File: src/rtl/dqsb_pkg.sv
// ----------------------------------------------------------------------------
// dqsb_pkg
// Shared types and constants for the dual queue shared buffer block.
// ----------------------------------------------------------------------------
package dqsb_pkg;

  localparam int unsigned DEPTH      = 16;
  localparam int unsigned DATA_WIDTH = 32;

  // address of one buffer entry
  localparam int unsigned AW    = (DEPTH > 1) ? $clog2(DEPTH) : 1;
  // signed pointer that holds -1 .. DEPTH
  localparam int unsigned PTR_W = $clog2(DEPTH + 1) + 1;

  typedef logic signed [PTR_W-1:0] ptr_t;
  typedef logic [AW-1:0]           addr_t;
  typedef logic [DATA_WIDTH-1:0]   word_t;

  localparam ptr_t PTR_ONE     = ptr_t'(1);
  localparam ptr_t PTR_EMPTY_A = ptr_t'(-1);
  localparam ptr_t PTR_EMPTY_B = ptr_t'(DEPTH);
  localparam ptr_t PTR_TOP     = ptr_t'(DEPTH - 1);
  localparam ptr_t PTR_ZERO    = ptr_t'(0);

  typedef enum logic [1:0] {
    CMD_ENQ_A = 2'd0,
    CMD_DEQ_A = 2'd1,
    CMD_ENQ_B = 2'd2,
    CMD_DEQ_B = 2'd3
  } cmd_e;

  typedef enum logic [1:0] {
    ST_OK        = 2'd0,
    ST_OVERFLOW  = 2'd1,
    ST_UNDERFLOW = 2'd2
  } status_e;

  // controller to datapath commands
  typedef struct packed {
    logic latch;  // capture the incoming command
    logic exec;   // update pointers and access the buffer
  } ctrl_cmd_t;

endpackage

File: src/rtl/dqsb_ctrl.sv
// ----------------------------------------------------------------------------
// dqsb_ctrl
// Sequencer: accept a command, execute it, then offer the result.
// ----------------------------------------------------------------------------
module dqsb_ctrl (
  input  logic                clk_i,
  input  logic                rst_ni,
  input  logic                in_valid_i,
  output logic                in_ready_o,
  output logic                out_valid_o,
  input  logic                out_ready_i,
  output dqsb_pkg::ctrl_cmd_t cmd_o
);
  import dqsb_pkg::*;

  typedef enum logic [2:0] {
    S_IDLE = 3'b001,
    S_EXEC = 3'b010,
    S_RESP = 3'b100
  } state_e;

  state_e state_q, state_d;

  always_comb begin
    state_d = state_q;
    case (state_q)
      S_IDLE: begin
        if (in_valid_i) state_d = S_EXEC;
      end
      S_EXEC: state_d = S_RESP;
      S_RESP: begin
        if (out_ready_i) state_d = S_IDLE;
      end
      default: state_d = S_IDLE;
    endcase
  end

  always_ff @(posedge clk_i or negedge rst_ni) begin
    if (!rst_ni) begin
      state_q <= S_IDLE;
    end else begin
      state_q <= state_d;
    end
  end

  assign in_ready_o  = (state_q == S_IDLE);
  assign out_valid_o = (state_q == S_RESP);
  assign cmd_o.latch = in_ready_o && in_valid_i;
  assign cmd_o.exec  = (state_q == S_EXEC);

endmodule

File: src/rtl/dqsb_datapath.sv
// ----------------------------------------------------------------------------
// dqsb_datapath
// Queue pointers, shared buffer and result registers.
// ----------------------------------------------------------------------------
module dqsb_datapath (
  input  logic                clk_i,
  input  logic                rst_ni,
  input  dqsb_pkg::ctrl_cmd_t cmd_i,
  input  logic [1:0]          in_cmd_i,
  input  logic [31:0]         in_value_i,
  output logic [1:0]          out_status_o,
  output logic [31:0]         out_data_o
);
  import dqsb_pkg::*;

  word_t mem [DEPTH];

  logic [1:0]  cmd_q;
  logic [31:0] value_q;
  ptr_t        head_a_q, head_a_d, tail_a_q, tail_a_d;
  ptr_t        head_b_q, head_b_d, tail_b_q, tail_b_d;
  status_e     status_q, status_d;
  logic        rd_ok_q;
  word_t       rdata_q;

  logic  wr_en, rd_en;
  ptr_t  wr_ptr, rd_ptr;
  word_t wr_word;

  assign wr_word = DATA_WIDTH'($unsigned(value_q));

  always_comb begin
    head_a_d = head_a_q;
    tail_a_d = tail_a_q;
    head_b_d = head_b_q;
    tail_b_d = tail_b_q;
    status_d = ST_OK;
    wr_en    = 1'b0;
    rd_en    = 1'b0;
    wr_ptr   = PTR_ZERO;
    rd_ptr   = PTR_ZERO;
    case (cmd_e'(cmd_q))
      CMD_ENQ_A: begin
        if (tail_a_q + PTR_ONE >= tail_b_q) begin
          status_d = ST_OVERFLOW;
        end else begin
          // an empty queue has tail -1, so the next entry is 0 either way
          wr_en    = 1'b1;
          wr_ptr   = tail_a_q + PTR_ONE;
          tail_a_d = tail_a_q + PTR_ONE;
          if (head_a_q == PTR_EMPTY_A) head_a_d = PTR_ZERO;
        end
      end
      CMD_DEQ_A: begin
        if (head_a_q == PTR_EMPTY_A) begin
          status_d = ST_UNDERFLOW;
        end else begin
          rd_en    = 1'b1;
          rd_ptr   = head_a_q;
          head_a_d = head_a_q + PTR_ONE;
          if (head_a_q + PTR_ONE > tail_a_q) begin
            head_a_d = PTR_EMPTY_A;
            tail_a_d = PTR_EMPTY_A;
          end
        end
      end
      CMD_ENQ_B: begin
        if (tail_b_q - PTR_ONE <= tail_a_q) begin
          status_d = ST_OVERFLOW;
        end else begin
          wr_en    = 1'b1;
          wr_ptr   = tail_b_q - PTR_ONE;
          tail_b_d = tail_b_q - PTR_ONE;
          if (head_b_q == PTR_EMPTY_B) head_b_d = PTR_TOP;
        end
      end
      CMD_DEQ_B: begin
        if (head_b_q == PTR_EMPTY_B) begin
          status_d = ST_UNDERFLOW;
        end else begin
          rd_en    = 1'b1;
          rd_ptr   = head_b_q;
          head_b_d = head_b_q - PTR_ONE;
          if (head_b_q - PTR_ONE < tail_b_q) begin
            head_b_d = PTR_EMPTY_B;
            tail_b_d = PTR_EMPTY_B;
          end
        end
      end
      default: status_d = ST_OK;
    endcase
  end

  always_ff @(posedge clk_i) begin
    if (cmd_i.latch) begin
      cmd_q   <= in_cmd_i;
      value_q <= in_value_i;
    end
  end

  always_ff @(posedge clk_i or negedge rst_ni) begin
    if (!rst_ni) begin
      head_a_q <= PTR_EMPTY_A;
      tail_a_q <= PTR_EMPTY_A;
      head_b_q <= PTR_EMPTY_B;
      tail_b_q <= PTR_EMPTY_B;
    end else if (cmd_i.exec) begin
      head_a_q <= head_a_d;
      tail_a_q <= tail_a_d;
      head_b_q <= head_b_d;
      tail_b_q <= tail_b_d;
    end
  end

  // result registers hold until the next command executes
  always_ff @(posedge clk_i) begin
    if (cmd_i.exec) begin
      status_q <= status_d;
      rd_ok_q  <= rd_en;
    end
  end

  always_ff @(posedge clk_i) begin
    if (cmd_i.exec && wr_en) begin
      mem[wr_ptr[AW-1:0]] <= wr_word;
    end
    if (cmd_i.exec && rd_en) begin
      rdata_q <= mem[rd_ptr[AW-1:0]];
    end
  end

  assign out_status_o = status_q;
  assign out_data_o   = rd_ok_q ? 32'(rdata_q) : 32'd0;

endmodule

File: src/rtl/dual_queue_shared_buffer_core.sv
// ----------------------------------------------------------------------------
// dual_queue_shared_buffer_core
// Two queues in one shared buffer: A grows up from entry 0, B down from the top.
// ----------------------------------------------------------------------------
// Usage:
//   Slave stream takes one command per transfer: tuser carries the command
//   (enqueue A, dequeue A, enqueue B, dequeue B), tdata the word to enqueue.
//   Master stream returns exactly one result per command: tuser carries the
//   status (ok, overflow, underflow), tdata the dequeued word, zero otherwise.
//   Steps: the command is registered, the execute step updates the pointers
//   and does the registered buffer read, and the result is then offered;
//   the block works on one command at a time and takes no new command
//   while one is in flight.
//   A receiver stall holds the result, and s_axis_tready stays low until the
//   result transfer completes.
//   Reset empties both queues at once; buffer contents are not cleared and
//   only entries already written are ever read back.
//   An enqueue is refused when the two tails would meet. Space freed at the
//   front of a queue is reused only once that queue drains.
// ----------------------------------------------------------------------------
module dual_queue_shared_buffer_core (
  input  logic        clk_i,
  input  logic        rst_ni,
  input  logic        s_axis_tvalid,
  output logic        s_axis_tready,
  input  logic [31:0] s_axis_tdata,   // [31:0] value
  input  logic [1:0]  s_axis_tuser,   // [1:0] cmd
  output logic        m_axis_tvalid,
  input  logic        m_axis_tready,
  output logic [31:0] m_axis_tdata,   // [31:0] data
  output logic [1:0]  m_axis_tuser    // [1:0] status
);
  import dqsb_pkg::*;

  ctrl_cmd_t ctrl_cmd;

  dqsb_ctrl u_ctrl (
    .clk_i       (clk_i),
    .rst_ni      (rst_ni),
    .in_valid_i  (s_axis_tvalid),
    .in_ready_o  (s_axis_tready),
    .out_valid_o (m_axis_tvalid),
    .out_ready_i (m_axis_tready),
    .cmd_o       (ctrl_cmd)
  );

  dqsb_datapath u_datapath (
    .clk_i        (clk_i),
    .rst_ni       (rst_ni),
    .cmd_i        (ctrl_cmd),
    .in_cmd_i     (s_axis_tuser),
    .in_value_i   (s_axis_tdata),
    .out_status_o (m_axis_tuser),
    .out_data_o   (m_axis_tdata)
  );

endmodule

File: config.mk
export PLATFORM = sky130hd
export DESIGN_NAME = dual_queue_shared_buffer_core
export DESIGN_NICKNAME = d
export VERILOG_FILES = /design/src/rtl/dqsb_pkg.sv /design/src/rtl/dqsb_ctrl.sv /design/src/rtl/dqsb_datapath.sv /design/src/rtl/dual_queue_shared_buffer_core.sv
export SDC_FILE = /design/constraint.sdc
export NUM_CORES = 1
export LEC_CHECK = 0
export BUFFER_PORTS_ARGS = -buffer_cell sky130_fd_sc_hd__buf_2
export CORE_ASPECT_RATIO = 0.6
export CORE_UTILIZATION = 58
export DETAILED_ROUTE_END_ITERATION = 16
export GPL_TIMING_DRIVEN = 0
export PLACE_DENSITY = 0.75
export SETUP_SLACK_MARGIN = 0.15
export SYNTH_ARGS = -nofsm -noshare
export SYNTH_HDL_FRONTEND = slang
export SYNTH_HIERARCHICAL = 1
export SYNTH_SLANG_ARGS = --single-unit
File: constraint.sdc
create_clock -name clk_i -period 13.7 [get_ports clk_i]
set_clock_uncertainty 0.05 [all_clocks]
set_input_delay 2.055 -clock clk_i [delete_from_list [all_inputs] [get_ports clk_i]]
set_output_delay 2.055 -clock clk_i [all_outputs]
set_load 0.01 [all_outputs]
==> results.json, run 1 <==
{
  "crit_type": "flip-flop to flip-flop",
  "coreArea_mm2": 0.04087,
  "clock_latency_ns": 0.59,
  "rsz0062_at_grt": "false",
  "finalSetupViolations": 0,
  "holdCritPathClass": "flip-flop to flip-flop",
  "max_freq_mhz": 190.6,
  "wl_per_cell_um": 26.19,
  "num_rows": 57,
  "cp_cell_sequence": "clkbuf_1, nand3_1, xnor2_1, inv_1, ha_1, and4_1, o21ai_0, a41oi_1, clkbuf_1, o32ai_1, o2111ai_1, nor2_4, buf_16",
  "switchingPower_mw": 1.545,
  "area_growth_pct": 13.16,
  "antenna_found_initial": 1,
  "synth_compound_area_frac": 0.05858,
  "yosysTopAreaCellShare": 0.7171,
  "cts.repair.resized": 0,
  "track_usage": 0.2693,
  "power_density_mw_per_mm2": 183.7,
  "synth_nets": 1491,
  "dr_wl_met3_mm": 5.450,
  "htreeDepth": 2,
  "yosys_most_used_dff": "edfxtp_1",
  "yosysMostFrequentCell": "edfxtp_1",
  "relSlewSlack": 0.3221,
  "combPwrFrac": 0.253,
  "sw_frac_of_total": 0.3056,
  "avgSynthCellArea_um2": 17.06,
  "yosysWarnings": 6,
  "firstDrtPassIters": 5,
  "clkPwrFrac": 0.280,
  "seqPwrFrac": 0.467,
  "synth_largest_area_cell": "edfxtp_1",
  "synth_edf_count": 581,
  "worst_pin_slew_ns": 1.014,
  "end_kind": "flip-flop",
  "post-route-period-util": 0.3829,
  "fin_nets": 1635,
  "place_hpwl_mm": 35.68,
  "finalMaxSlewViolations": 0,
  "cts_tree": "yes",
  "hold_path_end": "u_datapath/head_a_q[5]",
  "vias_per_cell": 6.221,
  "path_buf_inv": 4,
  "fp.dieArea_mm2": 0.04280,
  "synth_mux_area_frac": 0.1074,
  "ys_seq_elements": 608,
  "ant_nets": 0,
  "vias": 13460,
  "wl_met1_mm": 25.19,
  "grt_pass1_vias": 13020,
  "synth_top_cells_by_area": "edfxtp_1 72%, mux2i_1 11%, o22ai_1 3.4%",
  "hold_viol_final": 0,
  "drt_iter0_markers": 1837,
  "synth_top_family_by_area": "multiplexers",
  "cts_hold_buffers": 0,
  "synth-seq-area-share": 0.7457,
  "synth_common_cells": "581 x edfxtp_1, 260 x mux2i_1, 132 x o22ai_1",
  "wl_mm": 56.68,
  "grt_overflow_total": 0,
  "fin_util": 0.6737,
  "max_stage_delay_ns": 0.95,
  "postCtsSetupRepairBufs": 0,
  "crit_family": "compound AO/OA/AOI/OAI gates",
  "synth_cell_type_count": 68,
  "root_buffer": "clkbuf_16",
  "worst-path-max-fanout": 20,
  "finalCriticalPeriod_ns": 5.246,
  "reg2reg_depth": 13,
  "arrival_ns": 5.49,
  "worstReg2RegEnd": "u_datapath/mem[0][13]",
  "cts.sinks": 608,
  "pin_count": 74,
  "crit_top_cell": "clkbuf_1",
  "p_int_mw": 3.511,
  "drv_cap": 0,
  "hold_path_depth": 2,
  "highest_layer": "met4",
  "io_buffers": 73,
  "ir_drop_v": 0.0001119,
  "die_h_um": 160.6,
  "hold_start": "u_datapath/head_a_q[5]",
  "synth_area_mm2": 0.02433,
  "synth_xor_area_frac": 0.005760,
  "cts_buffers": 51,
  "gp_congestion": 0.9065,
  "die_w_um": 266.4,
  "async_flop_share": 0.04441,
  "start_util": 0.5953,
  "r2r-start": "u_datapath/tail_a_q[2]",
  "leakage_nw": 9.670,
  "yosys.area_share.simple": 0.04747,
  "drcViolationCount": 0,
  "slowest_stage": "nor2_4",
  "critPathLaunchType": "flip-flop",
  "grt_pass1_wl_mm": 83.26,
  "fill_cells": 2724,
  "grt_max_degree": 36,
  "synth_fa_ha_area_frac": 0.01389,
  "drive_above_1_share": 0.1521,
  "synth_cells": 1426,
  "wl_met2_mm": 25.19,
  "clockBufferDepth": 3,
  "ff2ff_setup_slack_ns": 8.45,
  "setup_tns_ns": 0,
  "path_clk_slew_ns": 0.07,
  "status": "finished, final reports clean",
  "diodes": 0,
  "required_ns": 13.94
}
worst max path at each step:
| stage | start | to | cells past startpoint |
|---|---|---|---|
| 6_report | u_datapath/tail_a_q[2] | u_datapath/mem[0][13] | 13 |
| 5_1_grt | u_datapath/tail_a_q[2] | u_datapath/mem[2][31] | 13 |
| 4_1_cts | u_datapath/tail_a_q[2] | u_datapath/mem[2][20] | 13 |
| 3_5_place_dp | u_datapath/tail_a_q[2] | u_datapath/mem[0][13] | 13 |
| 3_3_place_gp | u_datapath/tail_a_q[2] | u_datapath/mem[10][13] | 12 |
| 2_1_floorplan | u_datapath/tail_b_q[0] | u_datapath/mem[10][0] | 11 |
layer usage:
layer  vias to the layer above  global-route usage
li1                       5960                   -
met1                      6742              0.4212
met2                       683              0.4012
met3                        77             0.04692
met4                         0             0.05460
met5                         -                   0
power groups by stage:
stage | registers, mW | clock network (mW) | logic [mW]
after floorplan | 2.35 | 0 | 0.870
after global placement | 2.39 | 0 | 1.19
after detailed placement | 2.40 | 0 | 1.25
after CTS | 2.36 | 1.43 | 1.26
after global routing | 2.37 | 1.50 | 1.37
final | 2.36 | 1.41 | 1.28
layout by cell type (no fill, tap or decap), types with 6 or more instances in the layout:
cell type / n
or4_1: 32
ha_1: 27
buf_2: 95
xnor2_1: 11
clkinv_1: 9
nor2_1: 19
edfxtp_1: 581
a21oi_1: 11
nor2_4: 16
clkbuf_16: 53
dfrtp_1: 12
and2_1: 36
nor3_1: 8
or3_1: 6
o22ai_1: 132
clkbuf_1: 34
a31oi_1: 6
buf_16: 7
buf_4: 7
o21ai_0: 10
inv_1: 32
dfstp_2: 15
mux2i_1: 260
nor4_1: 6
buf_6: 10
nand2_1: 29
clkinv_2: 10
o21ai_1: 6
nor2b_1: 8
nand3_1: 8
buf_12: 11
registers in the layout (all words and copies together), names as in the netlist:
register,count
u_datapath/out_status_o,2
u_datapath/value_q,32
u_datapath/tail_a_q,6
u_datapath/rdata_q,32
u_ctrl/state_q,3
u_datapath/head_b_q,6
u_datapath/head_a_q,6
u_datapath/mem,512
u_datapath/tail_b_q,6
u_datapath/rd_ok_q,1
u_datapath/cmd_q,2
through the flow:
step	power [mW]	setup WS (ns)	cells	hold slack [ns]	area (µm²)
after global routing	5.250	8.141	2164	0.4724	27530
after CTS	5.051	8.509	2163	0.4583	27500
after global placement	3.582	6.663	2059	0.4286	25390
after detailed placement	3.649	8.527	2076	0.4490	25900
after floorplan	3.220	9.022	1426	0.4140	24330
final	5.056	8.454	2164	0.4556	27530
cells by family (layout without fill, tap and decap cells):
family | Yosys count | count (layout)
AO/OA/AOI/OAI | 214 | 214
XOR/XNOR | 16 | 16
adder cells (fa/ha/maj) | 27 | 27
buffers and inverters | 103 | 281
flip-flops | 608 | 608
multiplexers | 261 | 261
AND/OR/NAND/NOR | 197 | 197
worst register-to-register path, delay by kind of cell, from the launching register on:
family	cells	cell delay [ns]
xor+xnor	1	0.43
compound gates	4	1.41
simple gates	3	1.30
flops	1	0.52
fa+ha+maj	1	0.32
buf+inv	4	0.91
area by class of cell:
| class | count | area, µm² | area share |
|---|---|---|---|
| well taps | 560 | 700.7 | 0.02545 |
| inverters | 33 | 123.9 | 0.004499 |
| flip-flops and latches | 608 | 18140 | 0.6590 |
| clock inverters | 25 | 231.5 | 0.008408 |
| clock buffers | 62 | 1370 | 0.04977 |
| repair buffers | 91 | 778.2 | 0.02827 |
| plain buffers | 70 | 391.6 | 0.01423 |
| multi-input cells | 715 | 5793 | 0.2104 |
(Power assumes the default switching activity.)
==> inputs of run 2 (changes only) <==
- CORE_UTILIZATION: 58 -> 56
- PLACE_DENSITY: 0.75 -> 0.76
- clock period: 13.7 -> 4.3 ns (I/O delays scaled with it)
==> results.json, run 2 (synthesized netlist as in run 1, its figures left out) <==
{
  "layout.cells.non_filler": 2224,
  "coreArea_mm2": 0.04238,
  "num_rows": 58,
  "critPathLaunchType": "flip-flop",
  "grt_max_degree": 36,
  "worst_pin_slew_ns": 1.012,
  "antenna_found_initial": 1,
  "finalSetupViolations": 0,
  "layout_setup_ws_ns": 0.2226,
  "path_buf_inv": 6,
  "fp.dieArea_mm2": 0.04431,
  "worst_hold_slack_ns": 0.05266,
  "slowest_stage": "o311ai_4",
  "rsz0062_at_grt": "false",
  "fin_util": 0.6744,
  "largest_reg_flops": 512,
  "relSlewSlack": 0.3185,
  "design_area_mm2": 0.02858,
  "setup_tns_ns": 0,
  "layout_commonest_cell": "edfxtp_1",
  "fin_nets": 1675,
  "grt_pass1_wl_mm": 86.44,
  "arrival_ns": 4.31,
  "finalPower_mw": 17.26,
  "drcViolationCount": 0,
  "drt_iter0_markers": 1805,
  "finalMaxSlewViolations": 0,
  "path_clk_slew_ns": 0.07,
  "cts_tree": "yes",
  "drive_above_1_share": 0.1911,
  "post-route-period-util": 0.9482,
  "crit_family": "buffers and inverters",
  "pin_count": 74,
  "status": "finished, final reports clean",
  "grt_pass1_vias": 13430,
  "max_freq_mhz": 245.3,
  "cts.sinks": 608,
  "area_growth_pct": 17.48,
  "firstDrtPassIters": 5,
  "vias_per_cell": 6.289,
  "final_cell_mix": "581 x edfxtp_1, 260 x mux2i_1, 132 x o22ai_1",
  "vias": 13990,
  "clock_latency_ns": 0.59,
  "worst-path-max-fanout": 14,
  "ant_nets": 0,
  "pre_cts_ws_ns": -0.9261,
  "wl_mm": 59.71,
  "grt_overflow_total": 0,
  "crit_type": "flip-flop to flip-flop",
  "required_ns": 4.54,
  "htreeDepth": 2,
  "drv_cap": 0,
  "end_kind": "flip-flop",
  "holdCritPathClass": "primary input to asynchronous set/reset pin",
  "ir_drop_v": 0.0003534,
  "clockBufferDepth": 3,
  "die_w_um": 271.1,
  "track_usage": 0.2696,
  "start_util": 0.5740,
  "place_hpwl_mm": 35.15,
  "finalCriticalPeriod_ns": 4.077,
  "place_area_mm2": 0.02594,
  "leakage_nw": 10.09,
  "ff2ff_setup_slack_ns": 0.22,
  "diodes": 0,
  "max_stage_delay_ns": 0.57,
  "cts_buffers": 54,
  "cp_cell_sequence": "buf_6, inv_1, ha_1, and3_1, xnor2_2, ha_1, and4_1, o21a_1, o311ai_4, buf_4, o2111ai_2, buf_4, nor2_4, buf_16, buf_16",
  "gp_congestion": 0.8932,
  "io_buffers": 73,
  "fill_cells": 2734,
  "root_buffer": "clkbuf_16",
  "wl_per_cell_um": 26.85,
  "hold_viol_final": 0,
  "power_density_mw_per_mm2": 604.0,
  "die_h_um": 163.5,
  "dp_cells": 2086
}
## run 2: worst paths after layout
path / endpoint / from / cells past startpoint
hold / removal: u_ctrl/state_q[2] / rst_ni / 1
setup reg to reg: u_datapath/mem[0][30] / u_datapath/tail_b_q[0] / 15
max in group asynchronous: u_datapath/head_b_q[3] / rst_ni / 1
hold reg to reg: u_datapath/head_a_q[5] / u_datapath/head_a_q[5] / 2
min in group clk_i: u_datapath/value_q[6] / s_axis_tdata[6] / 1
setup / recovery: u_datapath/mem[0][30] / u_datapath/tail_b_q[0] / 15
## run 2: timing repair
action | CTS | global route
gates cloned | 3 | 0
pin swaps | 20 | 4
hold buffers | 0 | 0
hold endpoints to repair | 0 | 0
endpoints found under the setup margin | 512 | 512
setup buffers | 33 | 3
gates resized for setup | 16 | 30
## run 2: report_power, final
part	switching [mW]	internal, mW
clock	2.13	3.05
combinational	2.82	1.72
sequential	0.410	7.13
total	5.35	11.9
## run 2: layout make-up
class | count | area (µm²) | share of cell area
Multi-Input combinational cell | 718 | 6067 | 0.2123
Clock inverter | 35 | 490.5 | 0.01716
Buffer | 69 | 399.1 | 0.01396
Inverter | 33 | 123.9 | 0.004334
Sequential cell | 608 | 18140 | 0.6347
Timing Repair Buffer | 126 | 1244 | 0.04351
Tap cell | 570 | 713.2 | 0.02495
Clock buffer | 65 | 1403 | 0.04907
## run 2: per-layer routing
metal  GRT usage  vias to the layer above  wire length, µm
met5           0                        -               13
met4     0.06600                        2             1420
met1      0.4009                     7010            25300
met3     0.05498                      131             6395
li1            -                     6037                -
met2      0.4108                      806            26590
